$ cat src/hw/rtl/tcdfl_pkg.sv
// Shared types and constants for the two-channel distance frame link.
// Used by the front end, queue, back end and top level; no dependencies.
package tcdfl_pkg;

  localparam int QUEUE_DEPTH = 4;
  localparam int FRAME_LEN   = 5;

  localparam logic [7:0]  HEADER_RESET  = 8'hAA;
  localparam logic [7:0]  ADDR_A_RESET  = 8'd64;
  localparam logic [7:0]  ADDR_B_RESET  = 8'd65;
  localparam logic [15:0] TIMEOUT_RESET = 16'd500;
  localparam logic [15:0] AGE_MAX       = 16'hFFFF;

  typedef enum logic [1:0] {
    CMD_BYTE     = 2'd0,
    CMD_TICK     = 2'd1,
    CMD_SEND     = 2'd2,
    CMD_LINE_ERR = 2'd3
  } cmd_t;

  typedef enum logic [2:0] {
    REG_HEADER  = 3'd0,
    REG_ADDR_A  = 3'd1,
    REG_ADDR_B  = 3'd2,
    REG_TIMEOUT = 3'd3
  } reg_idx_t;

  typedef enum logic [2:0] {
    POS_HEADER = 3'd0,
    POS_ADDR   = 3'd1,
    POS_LOW    = 3'd2,
    POS_HIGH   = 3'd3,
    POS_CHECK  = 3'd4
  } parse_pos_t;

  typedef enum logic [2:0] {
    BYTE_HEADER = 3'd0,
    BYTE_ADDR   = 3'd1,
    BYTE_LOW    = 3'd2,
    BYTE_HIGH   = 3'd3,
    BYTE_CHECK  = 3'd4
  } tx_pos_t;

  typedef struct packed {
    logic [7:0]  header_value;
    logic [7:0]  address_a;
    logic [7:0]  address_b;
    logic [15:0] timeout_ticks;
  } cfg_t;

  // One unit of output work: a status snapshot or a frame send.
  typedef struct packed {
    logic        is_send;
    logic        send_a;
    logic        send_b;
    logic        accepted;
    logic [15:0] distance_a;
    logic [15:0] distance_b;
    logic        online_a;
    logic        online_b;
  } job_t;

endpackage

$ cat src/hw/rtl/tcdfl_front.sv
// Front end: frame parser and per-channel distance/age/online state.
// Turns each accepted item into one job. Depends on tcdfl_pkg.
module tcdfl_front (
  input  logic              clk,
  input  logic              rst_n,
  input  tcdfl_pkg::cfg_t   cfg,
  input  logic              accept,
  input  logic [1:0]        command,
  input  logic [7:0]        data_byte,
  output logic              job_push,
  output tcdfl_pkg::job_t   job
);

  tcdfl_pkg::parse_pos_t pos_r, pos_nxt;
  logic [7:0]  addr_r, addr_nxt;
  logic [7:0]  low_r, low_nxt;
  logic [7:0]  high_r, high_nxt;
  logic [7:0]  xor_r, xor_nxt;
  logic [15:0] dist_a_r, dist_a_nxt;
  logic [15:0] dist_b_r, dist_b_nxt;
  logic        alive_a_r, alive_a_nxt;
  logic        alive_b_r, alive_b_nxt;
  logic        pend_a_r, pend_a_nxt;
  logic        pend_b_r, pend_b_nxt;
  logic [15:0] age_a_r, age_a_nxt;
  logic [15:0] age_b_r, age_b_nxt;
  logic        accepted;
  tcdfl_pkg::cmd_t cmd;

  assign cmd = tcdfl_pkg::cmd_t'(command);

  always_comb begin
    pos_nxt     = pos_r;
    addr_nxt    = addr_r;
    low_nxt     = low_r;
    high_nxt    = high_r;
    xor_nxt     = xor_r;
    dist_a_nxt  = dist_a_r;
    dist_b_nxt  = dist_b_r;
    alive_a_nxt = alive_a_r;
    alive_b_nxt = alive_b_r;
    pend_a_nxt  = pend_a_r;
    pend_b_nxt  = pend_b_r;
    age_a_nxt   = age_a_r;
    age_b_nxt   = age_b_r;
    accepted    = 1'b0;
    if (accept) begin
      unique case (cmd)
        tcdfl_pkg::CMD_BYTE: begin
          unique case (pos_r)
            tcdfl_pkg::POS_HEADER: begin
              if (data_byte == cfg.header_value) begin
                xor_nxt = data_byte;
                pos_nxt = tcdfl_pkg::POS_ADDR;
              end
            end
            tcdfl_pkg::POS_ADDR: begin
              addr_nxt = data_byte;
              xor_nxt  = xor_r ^ data_byte;
              pos_nxt  = tcdfl_pkg::POS_LOW;
            end
            tcdfl_pkg::POS_LOW: begin
              low_nxt = data_byte;
              xor_nxt = xor_r ^ data_byte;
              pos_nxt = tcdfl_pkg::POS_HIGH;
            end
            tcdfl_pkg::POS_HIGH: begin
              high_nxt = data_byte;
              xor_nxt  = xor_r ^ data_byte;
              pos_nxt  = tcdfl_pkg::POS_CHECK;
            end
            default: begin
              // check byte; channel A wins when both addresses match
              if (data_byte == xor_r) begin
                if (addr_r == cfg.address_a) begin
                  dist_a_nxt  = {high_r, low_r};
                  alive_a_nxt = 1'b1;
                  pend_a_nxt  = 1'b1;
                  age_a_nxt   = '0;
                  accepted    = 1'b1;
                end else if (addr_r == cfg.address_b) begin
                  dist_b_nxt  = {high_r, low_r};
                  alive_b_nxt = 1'b1;
                  pend_b_nxt  = 1'b1;
                  age_b_nxt   = '0;
                  accepted    = 1'b1;
                end
              end
              pos_nxt = tcdfl_pkg::POS_HEADER;
            end
          endcase
        end
        tcdfl_pkg::CMD_TICK: begin
          age_a_nxt = (age_a_r == tcdfl_pkg::AGE_MAX) ? age_a_r : age_a_r + 16'd1;
          age_b_nxt = (age_b_r == tcdfl_pkg::AGE_MAX) ? age_b_r : age_b_r + 16'd1;
          if (alive_a_r && (age_a_nxt > cfg.timeout_ticks)) alive_a_nxt = 1'b0;
          if (alive_b_r && (age_b_nxt > cfg.timeout_ticks)) alive_b_nxt = 1'b0;
        end
        tcdfl_pkg::CMD_SEND: begin
          pend_a_nxt = 1'b0;
          pend_b_nxt = 1'b0;
        end
        tcdfl_pkg::CMD_LINE_ERR: begin
          pos_nxt = tcdfl_pkg::POS_HEADER;
        end
        default: ;
      endcase
    end
  end

  // Snapshot the status as it stands after this item's update
  always_comb begin
    job_push       = accept;
    job.is_send    = (cmd == tcdfl_pkg::CMD_SEND);
    job.send_a     = pend_a_r;
    job.send_b     = pend_b_r;
    job.accepted   = accepted;
    job.distance_a = dist_a_nxt;
    job.distance_b = dist_b_nxt;
    job.online_a   = alive_a_nxt;
    job.online_b   = alive_b_nxt;
  end

  always_ff @(posedge clk) begin
    if (!rst_n) begin
      pos_r     <= tcdfl_pkg::POS_HEADER;
      addr_r    <= '0;
      low_r     <= '0;
      high_r    <= '0;
      xor_r     <= '0;
      dist_a_r  <= '0;
      dist_b_r  <= '0;
      alive_a_r <= 1'b0;
      alive_b_r <= 1'b0;
      pend_a_r  <= 1'b0;
      pend_b_r  <= 1'b0;
      age_a_r   <= '0;
      age_b_r   <= '0;
    end else begin
      pos_r     <= pos_nxt;
      addr_r    <= addr_nxt;
      low_r     <= low_nxt;
      high_r    <= high_nxt;
      xor_r     <= xor_nxt;
      dist_a_r  <= dist_a_nxt;
      dist_b_r  <= dist_b_nxt;
      alive_a_r <= alive_a_nxt;
      alive_b_r <= alive_b_nxt;
      pend_a_r  <= pend_a_nxt;
      pend_b_r  <= pend_b_nxt;
      age_a_r   <= age_a_nxt;
      age_b_r   <= age_b_nxt;
    end
  end

endmodule

$ cat src/hw/rtl/tcdfl_fifo.sv
// Short job queue between front end and back end.
// Register based, one write and one read per cycle. Depends on tcdfl_pkg.
module tcdfl_fifo #(
  parameter int Depth = tcdfl_pkg::QUEUE_DEPTH
) (
  input  logic              clk,
  input  logic              rst_n,
  input  logic              push,
  input  tcdfl_pkg::job_t   push_data,
  input  logic              pop,
  output tcdfl_pkg::job_t   head,
  output logic              full,
  output logic              empty
);

  localparam int PtrW = (Depth > 1) ? $clog2(Depth) : 1;
  localparam int CntW = $clog2(Depth + 1);
  localparam logic [PtrW-1:0] LastPtr = PtrW'(Depth - 1);
  localparam logic [CntW-1:0] FullCnt = CntW'(Depth);

  tcdfl_pkg::job_t   mem_r [Depth];
  logic [PtrW-1:0]   wr_ptr_r, wr_ptr_nxt;
  logic [PtrW-1:0]   rd_ptr_r, rd_ptr_nxt;
  logic [CntW-1:0]   cnt_r, cnt_nxt;
  logic              do_push, do_pop;

  assign full    = (cnt_r == FullCnt);
  assign empty   = (cnt_r == '0);
  assign do_push = push && !full;
  assign do_pop  = pop && !empty;
  assign head    = mem_r[rd_ptr_r];

  always_comb begin
    wr_ptr_nxt = wr_ptr_r;
    rd_ptr_nxt = rd_ptr_r;
    cnt_nxt    = cnt_r;
    if (do_push) wr_ptr_nxt = (wr_ptr_r == LastPtr) ? '0 : wr_ptr_r + 1'b1;
    if (do_pop)  rd_ptr_nxt = (rd_ptr_r == LastPtr) ? '0 : rd_ptr_r + 1'b1;
    if (do_push && !do_pop)      cnt_nxt = cnt_r + 1'b1;
    else if (do_pop && !do_push) cnt_nxt = cnt_r - 1'b1;
  end

  always_ff @(posedge clk) begin
    if (!rst_n) begin
      wr_ptr_r <= '0;
      rd_ptr_r <= '0;
      cnt_r    <= '0;
    end else begin
      wr_ptr_r <= wr_ptr_nxt;
      rd_ptr_r <= rd_ptr_nxt;
      cnt_r    <= cnt_nxt;
    end
  end

  always_ff @(posedge clk) begin
    if (do_push) mem_r[wr_ptr_r] <= push_data;
  end

endmodule

$ cat src/hw/rtl/tcdfl_back.sv
// Back end: expands jobs into result items and holds them in the output register.
// A send job becomes up to two 5-byte frames, channel B first. Depends on tcdfl_pkg.
module tcdfl_back (
  input  logic              clk,
  input  logic              rst_n,
  input  tcdfl_pkg::cfg_t   cfg,
  input  tcdfl_pkg::job_t   head,
  input  logic              q_empty,
  output logic              q_pop,
  input  logic              out_pop,
  output logic              out_empty,
  output logic              out_kind,
  output logic [7:0]        out_tx_byte,
  output logic              out_last,
  output logic              out_frame_accepted,
  output logic [15:0]       out_distance_a,
  output logic [15:0]       out_distance_b,
  output logic              out_online_a,
  output logic              out_online_b
);

  tcdfl_pkg::job_t    cur_r, cur_nxt;
  logic               cur_valid_r, cur_valid_nxt;
  tcdfl_pkg::tx_pos_t tx_pos_r, tx_pos_nxt;
  logic               phase_a_r, phase_a_nxt;
  logic               out_valid_r, out_valid_nxt;
  logic               kind_r, kind_nxt;
  logic [7:0]         byte_r, byte_nxt;
  logic               last_r, last_nxt;
  logic               acc_r, acc_nxt;
  logic [15:0]        dist_a_r, dist_a_nxt;
  logic [15:0]        dist_b_r, dist_b_nxt;
  logic               onl_a_r, onl_a_nxt;
  logic               onl_b_r, onl_b_nxt;

  logic               slot_free, advance, finish, frames, chan_b;
  logic [7:0]         ch_addr;
  logic [15:0]        ch_dist;

  assign slot_free = !out_valid_r || out_pop;
  assign advance   = cur_valid_r && slot_free;
  assign frames    = cur_r.is_send && (cur_r.send_a || cur_r.send_b);
  assign chan_b    = cur_r.send_b && !phase_a_r;
  assign ch_addr   = chan_b ? cfg.address_b : cfg.address_a;
  assign ch_dist   = chan_b ? cur_r.distance_b : cur_r.distance_a;
  assign finish    = advance && (!frames ||
                     ((tx_pos_r == tcdfl_pkg::BYTE_CHECK) && (!chan_b || !cur_r.send_a)));
  assign q_pop     = !q_empty && (!cur_valid_r || finish);

  always_comb begin
    cur_nxt       = cur_r;
    cur_valid_nxt = cur_valid_r;
    tx_pos_nxt    = tx_pos_r;
    phase_a_nxt   = phase_a_r;
    out_valid_nxt = out_valid_r && !out_pop;
    kind_nxt      = kind_r;
    byte_nxt      = byte_r;
    last_nxt      = last_r;
    acc_nxt       = acc_r;
    dist_a_nxt    = dist_a_r;
    dist_b_nxt    = dist_b_r;
    onl_a_nxt     = onl_a_r;
    onl_b_nxt     = onl_b_r;

    if (advance) begin
      out_valid_nxt = 1'b1;
      dist_a_nxt    = cur_r.distance_a;
      dist_b_nxt    = cur_r.distance_b;
      onl_a_nxt     = cur_r.online_a;
      onl_b_nxt     = cur_r.online_b;
      last_nxt      = finish;
      if (!frames) begin
        kind_nxt = 1'b0;
        byte_nxt = '0;
        acc_nxt  = cur_r.accepted;
      end else begin
        kind_nxt = 1'b1;
        acc_nxt  = 1'b0;
        unique case (tx_pos_r)
          tcdfl_pkg::BYTE_HEADER: byte_nxt = cfg.header_value;
          tcdfl_pkg::BYTE_ADDR:   byte_nxt = ch_addr;
          tcdfl_pkg::BYTE_LOW:    byte_nxt = ch_dist[7:0];
          tcdfl_pkg::BYTE_HIGH:   byte_nxt = ch_dist[15:8];
          default: byte_nxt = cfg.header_value ^ ch_addr ^ ch_dist[7:0] ^ ch_dist[15:8];
        endcase
        if (tx_pos_r == tcdfl_pkg::BYTE_CHECK) begin
          tx_pos_nxt  = tcdfl_pkg::BYTE_HEADER;
          phase_a_nxt = 1'b1;
        end else begin
          tx_pos_nxt = tcdfl_pkg::tx_pos_t'(tx_pos_r + 3'd1);
        end
      end
      if (finish) cur_valid_nxt = 1'b0;
    end

    // load the next job the cycle the current one retires
    if (q_pop) begin
      cur_nxt       = head;
      cur_valid_nxt = 1'b1;
      tx_pos_nxt    = tcdfl_pkg::BYTE_HEADER;
      phase_a_nxt   = 1'b0;
    end
  end

  always_ff @(posedge clk) begin
    if (!rst_n) begin
      cur_valid_r <= 1'b0;
      out_valid_r <= 1'b0;
      tx_pos_r    <= tcdfl_pkg::BYTE_HEADER;
      phase_a_r   <= 1'b0;
    end else begin
      cur_valid_r <= cur_valid_nxt;
      out_valid_r <= out_valid_nxt;
      tx_pos_r    <= tx_pos_nxt;
      phase_a_r   <= phase_a_nxt;
    end
  end

  always_ff @(posedge clk) begin
    cur_r    <= cur_nxt;
    kind_r   <= kind_nxt;
    byte_r   <= byte_nxt;
    last_r   <= last_nxt;
    acc_r    <= acc_nxt;
    dist_a_r <= dist_a_nxt;
    dist_b_r <= dist_b_nxt;
    onl_a_r  <= onl_a_nxt;
    onl_b_r  <= onl_b_nxt;
  end

  assign out_empty          = !out_valid_r;
  assign out_kind           = kind_r;
  assign out_tx_byte        = byte_r;
  assign out_last           = last_r;
  assign out_frame_accepted = acc_r;
  assign out_distance_a     = dist_a_r;
  assign out_distance_b     = dist_b_r;
  assign out_online_a       = onl_a_r;
  assign out_online_b       = onl_b_r;

endmodule

$ cat src/hw/rtl/two_channel_distance_frame_link.sv
// Top level of the two-channel distance frame link: config registers,
// front end, job queue and back end. Depends on tcdfl_pkg and the tcdfl_* modules.
//
//   channel   ports                       transfer when
//   -------   -------------------------   --------------------------
//   input     in_push / in_full           in_push && !in_full
//   result    out_empty / out_pop         out_pop && !out_empty
//   config    cfg_valid / cfg_ready       cfg_valid && cfg_ready
//
// One item per cycle enters the front end while in_full is low; its state
// updates at that edge. Unless the result port stalls, the back end emits
// one result per cycle: one for a byte, tick or line error, one, 5 or 10 for a send.
// in_full rises when the job queue (QueueDepth entries) fills, either behind
// a stalled result port or while a send request's frames hold the back end.
// Reset is synchronous and clears all control state.
module two_channel_distance_frame_link #(
  parameter int QueueDepth = tcdfl_pkg::QUEUE_DEPTH
) (
  input  logic        clk,
  input  logic        rst_n,
  input  logic        in_push,
  output logic        in_full,
  input  logic [1:0]  in_command,
  input  logic [7:0]  in_data_byte,
  output logic        out_empty,
  input  logic        out_pop,
  output logic        out_kind,
  output logic [7:0]  out_tx_byte,
  output logic        out_last,
  output logic        out_frame_accepted,
  output logic [15:0] out_distance_a,
  output logic [15:0] out_distance_b,
  output logic        out_online_a,
  output logic        out_online_b,
  input  logic        cfg_valid,
  output logic        cfg_ready,
  input  logic [2:0]  cfg_index,
  input  logic [15:0] cfg_data
);

  tcdfl_pkg::cfg_t cfg_r, cfg_nxt;
  tcdfl_pkg::job_t job, head;
  logic            job_push, q_pop, q_empty, accept;

  assign cfg_ready = 1'b1;
  assign accept    = in_push && !in_full;

  always_comb begin
    cfg_nxt = cfg_r;
    if (cfg_valid && cfg_ready) begin
      unique case (tcdfl_pkg::reg_idx_t'(cfg_index))
        tcdfl_pkg::REG_HEADER:  cfg_nxt.header_value  = cfg_data[7:0];
        tcdfl_pkg::REG_ADDR_A:  cfg_nxt.address_a     = cfg_data[7:0];
        tcdfl_pkg::REG_ADDR_B:  cfg_nxt.address_b     = cfg_data[7:0];
        tcdfl_pkg::REG_TIMEOUT: cfg_nxt.timeout_ticks = cfg_data;
        default: ;
      endcase
    end
  end

  always_ff @(posedge clk) begin
    if (!rst_n) begin
      cfg_r.header_value  <= tcdfl_pkg::HEADER_RESET;
      cfg_r.address_a     <= tcdfl_pkg::ADDR_A_RESET;
      cfg_r.address_b     <= tcdfl_pkg::ADDR_B_RESET;
      cfg_r.timeout_ticks <= tcdfl_pkg::TIMEOUT_RESET;
    end else begin
      cfg_r <= cfg_nxt;
    end
  end

  tcdfl_front u_front (
    .clk       (clk),
    .rst_n     (rst_n),
    .cfg       (cfg_r),
    .accept    (accept),
    .command   (in_command),
    .data_byte (in_data_byte),
    .job_push  (job_push),
    .job       (job)
  );

  tcdfl_fifo #(
    .Depth (QueueDepth)
  ) u_fifo (
    .clk       (clk),
    .rst_n     (rst_n),
    .push      (job_push),
    .push_data (job),
    .pop       (q_pop),
    .head      (head),
    .full      (in_full),
    .empty     (q_empty)
  );

  tcdfl_back u_back (
    .clk                (clk),
    .rst_n              (rst_n),
    .cfg                (cfg_r),
    .head               (head),
    .q_empty            (q_empty),
    .q_pop              (q_pop),
    .out_pop            (out_pop),
    .out_empty          (out_empty),
    .out_kind           (out_kind),
    .out_tx_byte        (out_tx_byte),
    .out_last           (out_last),
    .out_frame_accepted (out_frame_accepted),
    .out_distance_a     (out_distance_a),
    .out_distance_b     (out_distance_b),
    .out_online_a       (out_online_a),
    .out_online_b       (out_online_b)
  );

endmodule

$ cat config.mk
export PLATFORM = sky130hd
export DESIGN_NAME = two_channel_distance_frame_link
export DESIGN_NICKNAME = d
export VERILOG_FILES = /design/src/hw/rtl/tcdfl_pkg.sv /design/src/hw/rtl/tcdfl_front.sv /design/src/hw/rtl/tcdfl_fifo.sv /design/src/hw/rtl/tcdfl_back.sv /design/src/hw/rtl/two_channel_distance_frame_link.sv
export SDC_FILE = /design/constraint.sdc
export NUM_CORES = 1
export LEC_CHECK = 0
export BUFFER_PORTS_ARGS = -buffer_cell sky130_fd_sc_hd__buf_2
export CORE_ASPECT_RATIO = 2
export CORE_MARGIN = 2
export CORE_UTILIZATION = 51
export DETAILED_ROUTE_END_ITERATION = 8
export GPL_ROUTABILITY_DRIVEN = 0
export GPL_TIMING_DRIVEN = 1
export PLACE_DENSITY = 0.68
export SLEW_MARGIN = 15
export SYNTH_ARGS = -nofsm -noshare
export SYNTH_HDL_FRONTEND = slang
export SYNTH_SLANG_ARGS = --single-unit
$ cat constraint.sdc
create_clock -name clk -period 9.3 [get_ports clk]
set_input_delay 1.86 -clock clk [delete_from_list [all_inputs] [get_ports clk]]
set_output_delay 1.86 -clock clk [all_outputs]
set_load 0.005 [all_outputs]
## After elaboration in Yosys (flattened, before gate mapping)

Memories as Yosys holds them, arrays and structs flattened. A register that Yosys moved wholly into a read port is not among the register bits.
Cells that the tools add are included.

| storage, ports and cells | value |
|---|---|
| output and inout bits | 48 |
| memory bits (writable) | 152 |
| input bits | 34 |
| register bits after elaboration | 201 |
| memories kept | 1 |
| word-level logic and storage cells | 207 |

| operators by class | value |
|---|---|
| add/sub/neg operators | 7 |
| reductions and logical operators | 61 |
| bitwise logic cells | 5 |
| multiplexer cells | 70 |
| $lt $le $gt $ge | 2 |
| equal/unequal tests | 29 |

Memory list:

| name | depth | bits a word | rd ports | clocked after Yosys merged registers in | write ports | line | RTL |
|---|---|---|---|---|---|---|---|
| u_fifo.mem_r | 4 | 38 | 1 | 1 | 1 | tcdfl_fifo.sv:21 | `tcdfl_pkg::job_t mem_r [Depth];` |

Operators by type and width:

| cell | count |
|---|---|
| 16-bit 2-to-1 mux | 21 |
| 16-bit case mux with 2 select lines | 2 |
| 16-bit by 1-bit adder with 16-bit output, second input constant | 2 |
| 16-bit == test, second input constant | 2 |
| 8-bit == test | 4 |
| 16-bit greater-than comparator | 2 |
| 8-bit case mux with 4 select lines | 1 |
| 8-bit XOR | 4 |
| 1-bit 2-to-1 mux | 31 |
| 3-bit by 2-bit == test with 1-bit output, second input constant | 6 |
| 8-bit 2-to-1 mux | 2 |
| 8-bit case mux with 2 select lines | 1 |
| 3-bit AND reduction | 5 |
| 1-bit logical AND | 14 |
| 2-bit nonzero test | 7 |
| 3-bit zero test | 4 |
| 3-bit 2-to-1 mux | 4 |
| 3-bit case mux with 4 select lines | 1 |
| 2-bit AND reduction | 6 |
| 6-bit AND reduction | 2 |
| 1-bit zero test | 11 |
| 5-bit AND reduction | 2 |
| 3-bit by 1-bit == test with 1-bit output, second input constant | 3 |
| 2-bit == test, second input constant | 4 |
| other kinds (18) | 33 |

## Depth between registers and ports, before layout

Gate-level depths: netlist of the first run.

| depth | value |
|---|---|
| depth in word-level cells | 13 |
| mapped depth | 13 |
| gate-level depth less buffers | 13 |

## Modules after synthesis

A second synthesis of the first run with hierarchy kept.

| second synthesis, totals | value |
|---|---|
| cells, all modules | 1447 |
| area, all modules | 17895.9 um^2 |

By module, submodules not included:

| module | cells each | sequential area each (um^2) | area each (um^2) | times used |
|---|---|---|---|---|
| tcdfl_front | 773 | 2062.0 | 6418.7 | 1 |
| tcdfl_fifo | 249 | 4744.6 | 5978.2 | 1 |
| tcdfl_back | 260 | 2612.5 | 3865.0 | 1 |
| two_channel_distance_frame_link | 165 | 800.8 | 1634.1 | 1 |

## Worst setup path after synthesis of the first run

OpenSTA, ideal clock, no wires.

| timing | value |
|---|---|
| path type | input to register |
| start | input out_pop |
| end | register, netlist name u_back.cur_r[0] |
| slack | 4.512 ns |
| setup time | 0.392 ns |
| stages on the path | 5 |
| buffers on the path | 0 |
| arrival time | 4.396 ns |
| required time | 8.908 ns |
| cell sequence | nand2b_1 > and2_1 > a21boi_0 > o21bai_1 > inv_1 |

| between the ends | value |
|---|---|
| cells in the longest elaborated chain, start to end | 5 |

Ends and longest elaborated chain:

| what | line | RTL |
|---|---|---|
| from (decl) | two_channel_distance_frame_link.sv:26 | `input logic out_pop,` |
| 1-bit logical OR | tcdfl_back.sv:40 | `assign slot_free = !out_valid_r \|\| out_pop;` |
| 1-bit logical AND | tcdfl_back.sv:41 | `assign advance = cur_valid_r && slot_free;` |
| via u_back.advance | tcdfl_back.sv:36 | `logic slot_free, advance, finish, frames, chan_b;` |
| 1-bit logical AND | tcdfl_back.sv:46 | `assign finish = advance && (!frames \|\|` |
| via u_back.finish | tcdfl_back.sv:36 |  |
| 1-bit logical OR | tcdfl_back.sv:48 | `assign q_pop = !q_empty && (!cur_valid_r \|\| finish);` |
| 1-bit logical AND | tcdfl_back.sv:48 |  |
| via q_pop | two_channel_distance_frame_link.sv:43 | `logic job_push, q_pop, q_empty, accept;` |

The timed path passes the listed nets, and every way through them passes these cells.
A chain may end at the register's enable or synchronous reset.

## Final worst setup path of the first run

| timing | value |
|---|---|
| start | input out_pop |
| end | register u_fifo.cnt_r[2] |

| between the ends | value |
|---|---|
| cells in the longest elaborated chain, start to end | 9 |
| elaborated cells on any way between the ends | 11 |
| classes of those cells | mux (1); reduce/logical (10) |

Ends and longest elaborated chain:

| what | line | RTL |
|---|---|---|
| 1-bit logical OR * | tcdfl_back.sv:40 |  |
| 1-bit logical AND * | tcdfl_back.sv:41 |  |
| via u_back.advance | tcdfl_back.sv:36 |  |
| 1-bit logical AND * | tcdfl_back.sv:46 |  |
| via u_back.finish | tcdfl_back.sv:36 |  |
| 1-bit logical OR * | tcdfl_back.sv:48 |  |
| 1-bit logical AND * | tcdfl_back.sv:48 |  |
| 1-bit logical AND * | tcdfl_fifo.sv:30 | `assign do_pop = pop && !empty;` |
| 1-bit zero test | tcdfl_fifo.sv:39 | `if (do_push && !do_pop) cnt_nxt = cnt_r + 1'b1;` |
| 1-bit logical AND | tcdfl_fifo.sv:39 |  |
| 3-bit 2-to-1 mux / 2-bit nonzero test (equally long branches) | n/a |  |
| to (signal assigned) | tcdfl_fifo.sv:51 | `cnt_r <= cnt_nxt;` |
| to (decl) | tcdfl_fifo.sv:24 | `logic [CntW-1:0] cnt_r, cnt_nxt;` |

Mark *: on every way through the listed nets, which the timed path passes. The rest lies on a longest branch.

==> impl_metrics.py, run 1 <==
metrics = {
    "logic_synthesis": {
        "yosys.area.top_type": "sky130_fd_sc_hd__edfxtp_1",
        "synth.avg_cell_area_sq_um": 12.5,
        "synth_commonest_cells": "sky130_fd_sc_hd__edfxtp_1, sky130_fd_sc_hd__dfxtp_1, sky130_fd_sc_hd__nand2_1",
        "synth_area_leaders": "sky130_fd_sc_hd__edfxtp_1, sky130_fd_sc_hd__dfxtp_1, sky130_fd_sc_hd__mux4_2",
        "most_frequently_used_cell_type_in_the_post_synthesis_netlist": "sky130_fd_sc_hd__edfxtp_1",
        "synth_edf_count": 235,
        "synth.yosys.seq_area_share": 0.591,
        "synthesis.nets": 1462,
        "synthArstFlopShare": 0,
        "synth.lib_cells_used.distinct": 64,
        "synth-main-ff-cell": "sky130_fd_sc_hd__edfxtp_1",
        "syn_inst": 1378,
        "ffs_latches_synth": 391,
        "synth.cell_area_sq_mm": 0.0172,
        "synth_top_area_share": 0.410,
        "synth-warning-count": 0,
    },
    "critical_path": {
        "worstSetupStartpointType": "input pin",
        "worst_ep_arrival_time_ps": 4640,
        "startpoint_of_the_worst_slack_reg_to_reg_timing_path": "u_front.age_b_r[0]",
        "crit_path_cell_trace": "buf_2 -> nand2b_1 -> and2_2 -> buf_4 -> a21boi_0 -> o21bai_1 -> ha_1 -> inv_1 -> fa_1 -> xor2_1 -> or3_1 -> a21oi_1",
        "critical_path.endpoint_type": "flip-flop",
        "crit_path_top_delay_cell": "sky130_fd_sc_hd__fa_1",
        "r2r_end": "u_front.alive_b_r",
        "critPathKind": "input pin to flip-flop",
        "r2r_cells": 12,
        "worst_ep_required_time_ps": 9740,
        "r2r_setup_slack_ps": 5660,
        "max_stage_delay_ps": 430,
        "crit_path_max_fanout": 48,
    },
    "layout": {
        "drive_above_1_share": 0.160,
        "finish.cell_count_without_fillers": 1904,
        "design.final.nets": 1525,
        "layout.core_utilization": 0.573,
        "layout-area-overhead-vs-synth_pct": 11.3,
    },
    "sta": {
        "rsz0062_at_grt": "false",
        "maxClockFrequency_ghz": 0.238,
        "timing.clock.skew_ps": 22.8,
        "min_period_ps": 4190,
        "worstMarginPinSlew_ps": 1120,
        "final.period_utilization": 0.451,
        "tns_ps": 0,
        "finalMaxSlewViolations": 0,
        "max_slew_margin": 0.249,
        "worst_slack_ps": 5110,
        "setup-violations-final": 0,
        "final_hold_viol_count": 0,
    },
    "status": {
        "run_status": "finished, final reports clean",
    },
    "power": {
        "power_per_cell_area_mw_per_mm2": 252,
        "p_leak_nw": 7.20,
        "vdd_drop_max_mv": 0.160,
    },
    "grt": {
        "grt_use_total": 0.236,
        "grt_max_degree": 68,
        "initial_antenna_violation_count": 1,
        "overflow": 0,
        "global_route_wire_length_before_repair_um": 62900,
        "first_global_vias": 11000,
    },
    "detailed_routing": {
        "finalWirelength_um": 41600,
        "drt_iter0_drc": 670,
        "vias_per_cell": 5.74,
        "detail_route.drc_violations": 0,
        "drt.antenna.violating_nets": 0,
        "routedWlPerCell_um": 21.8,
        "1st_pass_router_iterations": 5,
        "num_vias": 10900,
    },
    "floorplan": {
        "initial_utilization": 0.515,
        "die_width_um": 134,
        "die_area_sq_mm": 0.0353,
        "die_y_um": 264,
        "design.core.area_sq_mm": 0.0334,
        "ios": 82,
        "std_cell_rows": 95,
    },
    "placement": {
        "place_worst_setup_slack_ps": 4560,
        "hpwl_um": 28700,
        "io_buffers": 80,
        "placed_cells": 1840,
    },
    "worst_hold_path": {
        "worstHoldPathCells": 0,
        "worstHoldEndpoint": "u_back.out_online_a",
        "start_point_of_the_worst_hold_path": "u_back.cur_r[1]",
        "hold_path_class": "flip-flop to flip-flop",
    },
    "clock_tree": {
        "cts_max_path_buffers": 3,
        "worstSkewPairLatency_ps": 540,
        "h_tree_level_count": 2,
        "cts_made_buffers": 35,
        "post_cts_buffers": 0,
        "hold_buffers": 0,
        "cts.sinks": 391,
        "path_clk_slew_ps": 60,
        "ctsResizeCount": 0,
        "tritoncts": "done",
        "cts_root_buffer": "sky130_fd_sc_hd__clkbuf_16",
    },
    "flow_run": {
        "cap_viol_max_count": 0,
    },
}
worst max-delay path: cells and delay by family:
kind | cells | cell delay, ps
AOI/OAI and AO/OA | 3 | 810
adders and majority gates | 2 | 690
and+or+nand+nor | 3 | 650
buffers and inverters | 3 | 470
xor gates and xnor gates | 1 | 160
metrics by stage:
stage                     area [sq um]  hold WS, ps  power [mW]
after floorplan                  17200          400        3.04
after global routing             19100          433        5.02
final                            19100          416        4.83
after global placement           18000          410        3.39
after detailed placement         18000          408        3.41
after CTS                        19100          419        4.88
placed cells by master, fill, tap and decap left out, types with 49 or more instances in the layout:
cell type	netlist	layout
sky130_fd_sc_hd__a21oi_1	68	68
sky130_fd_sc_hd__edfxtp_1	235	235
sky130_fd_sc_hd__nor2_1	73	73
sky130_fd_sc_hd__dfxtp_1	156	154
sky130_fd_sc_hd__mux2i_1	61	61
sky130_fd_sc_hd__ha_1	49	49
sky130_fd_sc_hd__buf_2	7	80
sky130_fd_sc_hd__nand2_1	153	153
sky130_fd_sc_hd__xnor2_1	64	64
worst max-delay path by stage:
stage	start	end	cells past startpoint
after floorplan	out_pop	u_back.cur_r[0]	5
after global placement	out_pop	u_fifo.cnt_r[2]	12
after detailed placement	out_pop	u_fifo.cnt_r[2]	12
after CTS	out_pop	u_fifo.cnt_r[2]	12
after global routing	out_pop	u_fifo.cnt_r[2]	12
final	out_pop	u_fifo.cnt_r[2]	12
final cells by class:
type,instances,area [sq um]
Clock inverter,20,193
Fill cell,2731,14300
Tap cell,436,546
Multi-Input combinational cell,883,6600
Timing Repair Buffer,96,520
Antenna cell,1,2.50
Inverter,34,128
Clock buffer,43,980
Sequential cell,391,10200
sequential cells by signal (all words and copies together), names as in the netlist, 3 cells and up:
name	count
u_back.out_distance_a	16
u_front.dist_a_r	16
u_fifo.mem_r	152
u_front.high_r	8
u_back.out_distance_b	16
u_front.age_b_r	16
u_back.tx_pos_r	3
u_back.cur_r	38
u_front.dist_b_r	16
u_front.xor_r	8
cfg_r	40
u_front.age_a_r	16
u_front.low_r	8
u_front.pos_r	3
u_fifo.cnt_r	3
u_back.out_tx_byte	8
u_front.addr_r	8
layer usage:
| metal | global-route usage | share of wire | up-vias |
|---|---|---|---|
| li1 | - | - | 5146 |
| met1 | 0.247 | 0.35 | 5413 |
| met2 | 0.451 | 0.55 | 267 |
| met3 | 0.0253 | 0.036 | 109 |
| met4 | 0.132 | 0.057 | 0 |
| met5 | 0 | 0 | - |
power breakdown:
part	leakage [nW]	switching, mW	internal (mW)	total (mW)
Combinational	3.16	0.551	0.459	1.01
Sequential	3.45	0.167	2.17	2.34
Clock	0.587	0.640	0.840	1.48
Total	7.20	1.36	3.47	4.83
cells by family after synthesis:
logic type	synth area share
and+or+nand+nor	0.111
buffers and inverters	0.0260
adders and majority gates	0.0368
AOI/OAI and AO/OA	0.0760
xor gates and xnor gates	0.0438
muxes	0.115
DFF	0.591
other	0.000218
Note: power is estimated with default switching activity, not from simulation.
==> inputs of run 2 (changes only) <==
==> constraint.sdc (replaced) <==
create_clock -name clk -period 4.05 [get_ports clk]
set_input_delay 0.81 -clock clk [delete_from_list [all_inputs] [get_ports clk]]
set_output_delay 0.81 -clock clk [all_outputs]
set_load 0.005 [all_outputs]
==> impl_metrics.py, run 2 (synthesis results as in run 1) <==
metrics = {
    "layout": {
        "drive_above_1_share": 0.166,
        "num_antenna_cells": 0,
        "layout-area-overhead-vs-synth_pct": 12.8,
        "finish.cell_count_without_fillers": 1913,
        "post-route-cell-area_sq_mm": 0.0194,
        "largest_register_ff_count": 152,
        "mostFrequentLayoutCell": "sky130_fd_sc_hd__edfxtp_1",
        "layout_top_registers": "u_fifo.mem_r: 152 flops, cfg_r: 40 flops, u_back.cur_r: 38 flops",
        "layout.core_utilization": 0.581,
        "layout.cells.most_common_list": "sky130_fd_sc_hd__edfxtp_1, sky130_fd_sc_hd__dfxtp_1, sky130_fd_sc_hd__nand2_1",
        "registers.top_by_ff_count": "u_fifo.mem_r",
        "design.final.nets": 1533,
    },
    "grt": {
        "grt_max_degree": 77,
        "first_global_vias": 11300,
        "global_route_wire_length_before_repair_um": 65700,
        "initial_antenna_violation_count": 1,
        "grt_use_total": 0.247,
        "overflow": 0,
    },
    "sta": {
        "min_period_ps": 3600,
        "rsz0062_at_grt": "false",
        "finalMaxSlewViolations": 0,
        "maxClockFrequency_ghz": 0.278,
        "timing.clock.skew_ps": 23.1,
        "setup-violations-final": 0,
        "worst_slack_ps": 453,
        "worstMarginPinSlew_ps": 933,
        "hold-worst-slack_ps": 421,
        "max_slew_margin": 0.374,
        "final.period_utilization": 0.888,
        "final_hold_viol_count": 0,
        "tns_ps": 0,
    },
    "detailed_routing": {
        "1st_pass_router_iterations": 7,
        "drt_iter0_drc": 574,
        "met2_length_um": 23600,
        "vias_per_cell": 5.81,
        "num_vias": 11100,
        "finalWirelength_um": 43300,
        "detail_route.drc_violations": 0,
        "routedWlPerCell_um": 22.6,
        "detail_route.wirelength.met1_um": 15100,
        "drt.antenna.violating_nets": 0,
        "detailroute.wirelength.met3_um": 1640,
        "highest-signal-layer": "met4",
    },
    "worst_hold_path": {
        "worstHoldEndpoint": "u_back.out_online_b",
        "worstHoldPathCells": 0,
        "start_point_of_the_worst_hold_path": "u_back.cur_r[0]",
        "hold_path_class": "flip-flop to flip-flop",
    },
    "power": {
        "p_leak_nw": 7.31,
        "vdd_drop_max_mv": 0.444,
        "power_per_cell_area_mw_per_mm2": 593,
        "p_sw_frac": 0.282,
        "post_layout_total_power_mw": 11.5,
        "switchingPower_mw": 3.24,
        "share_of_total_power_in_the_clock_network": 0.321,
        "seq_power_share": 0.476,
        "internal_power_mw": 8.27,
        "p_comb_frac": 0.202,
    },
    "critical_path": {
        "crit_path_max_fanout": 9,
        "r2r_setup_slack_ps": 450,
        "path_delay_family": "simple AND/OR/NAND/NOR gates",
        "startpoint_of_the_worst_slack_reg_to_reg_timing_path": "u_front.age_b_r[0]",
        "crit_path_cell_trace": "ha_1 -> nand3_1 -> nor2_1 -> nand2_1 -> mux2_2 -> ha_1 -> nor2b_1 -> o211ai_1 -> a21oi_1 -> o31a_1 -> o211ai_1",
        "critical_path.endpoint_type": "flip-flop",
        "crit_path_top_delay_cell": "sky130_fd_sc_hd__dfxtp_1",
        "r2r_end": "u_fifo.mem_r[1][0]",
        "worst_ep_required_time_ps": 4320,
        "worst_ep_arrival_time_ps": 3870,
        "worst-path-buf-inv": 0,
        "r2r_cells": 11,
        "max_stage_delay_ps": 430,
        "setup.worst_path.start": "u_front.age_b_r[0]",
        "critPathKind": "flip-flop to flip-flop",
        "worstSetupStartpointType": "flip-flop",
    },
    "clock_tree": {
        "path_clk_slew_ps": 70,
        "ctsResizeCount": 0,
        "cts_root_buffer": "sky130_fd_sc_hd__clkbuf_16",
        "cts.sinks": 391,
        "cts_made_buffers": 36,
        "hold_buffers": 0,
        "tritoncts": "done",
        "h_tree_level_count": 2,
        "post_cts_buffers": 0,
        "worstSkewPairLatency_ps": 540,
        "cts_max_path_buffers": 3,
    },
    "placement": {
        "area_after_detailed_placement_sq_mm": 0.0181,
        "place_worst_setup_slack_ps": 511,
        "placed_cells": 1847,
        "hpwl_um": 30300,
        "io_buffers": 80,
    },
    "floorplan": {
        "die_area_sq_mm": 0.0353,
        "initial_utilization": 0.515,
        "ios": 82,
        "design.core.area_sq_mm": 0.0334,
        "die_y_um": 264,
        "die_width_um": 134,
        "std_cell_rows": 95,
    },
    "flow_run": {
        "cap_viol_max_count": 0,
    },
    "status": {
        "run_status": "finished, final reports clean",
    },
}
run 2: layout make-up:
type,instances,area [sq um]
inverter,34,128
clock buffer,49,1060
sequential,391,10200
clock inverter,17,239
tap,436,546
fill,2680,14000
multi-input combinational,883,6600
timing repair buffer,103,648
run 2: layer usage:
metal	track usage	vias to the layer above
li1	-	5164
met1	0.258	5479
met3	0.0299	121
met4	0.150	0
met5	0	-
met2	0.462	358
run 2: worst max path at each step:
stage	end	slack [ps]	cells after the start
4_1_cts	u_fifo.mem_r[0][0]	490	11
3_5_place_dp	u_fifo.mem_r[1][0]	510	11
6_report	u_fifo.mem_r[1][0]	450	11
5_1_grt	u_front.alive_b_r	210	12
3_3_place_gp	u_fifo.mem_r[0][0]	620	11
2_1_floorplan	u_back.cur_r[0]	310	5
run 2: power groups by stage:
stage	clock network, mW	logic (mW)	registers, mW
2_1_floorplan	0	1.66	5.31
3_3_place_gp	0	2.30	5.56
3_5_place_dp	0	2.34	5.57
4_1_cts	3.76	2.36	5.49
5_1_grt	3.91	2.52	5.53
6_report	3.70	2.33	5.48
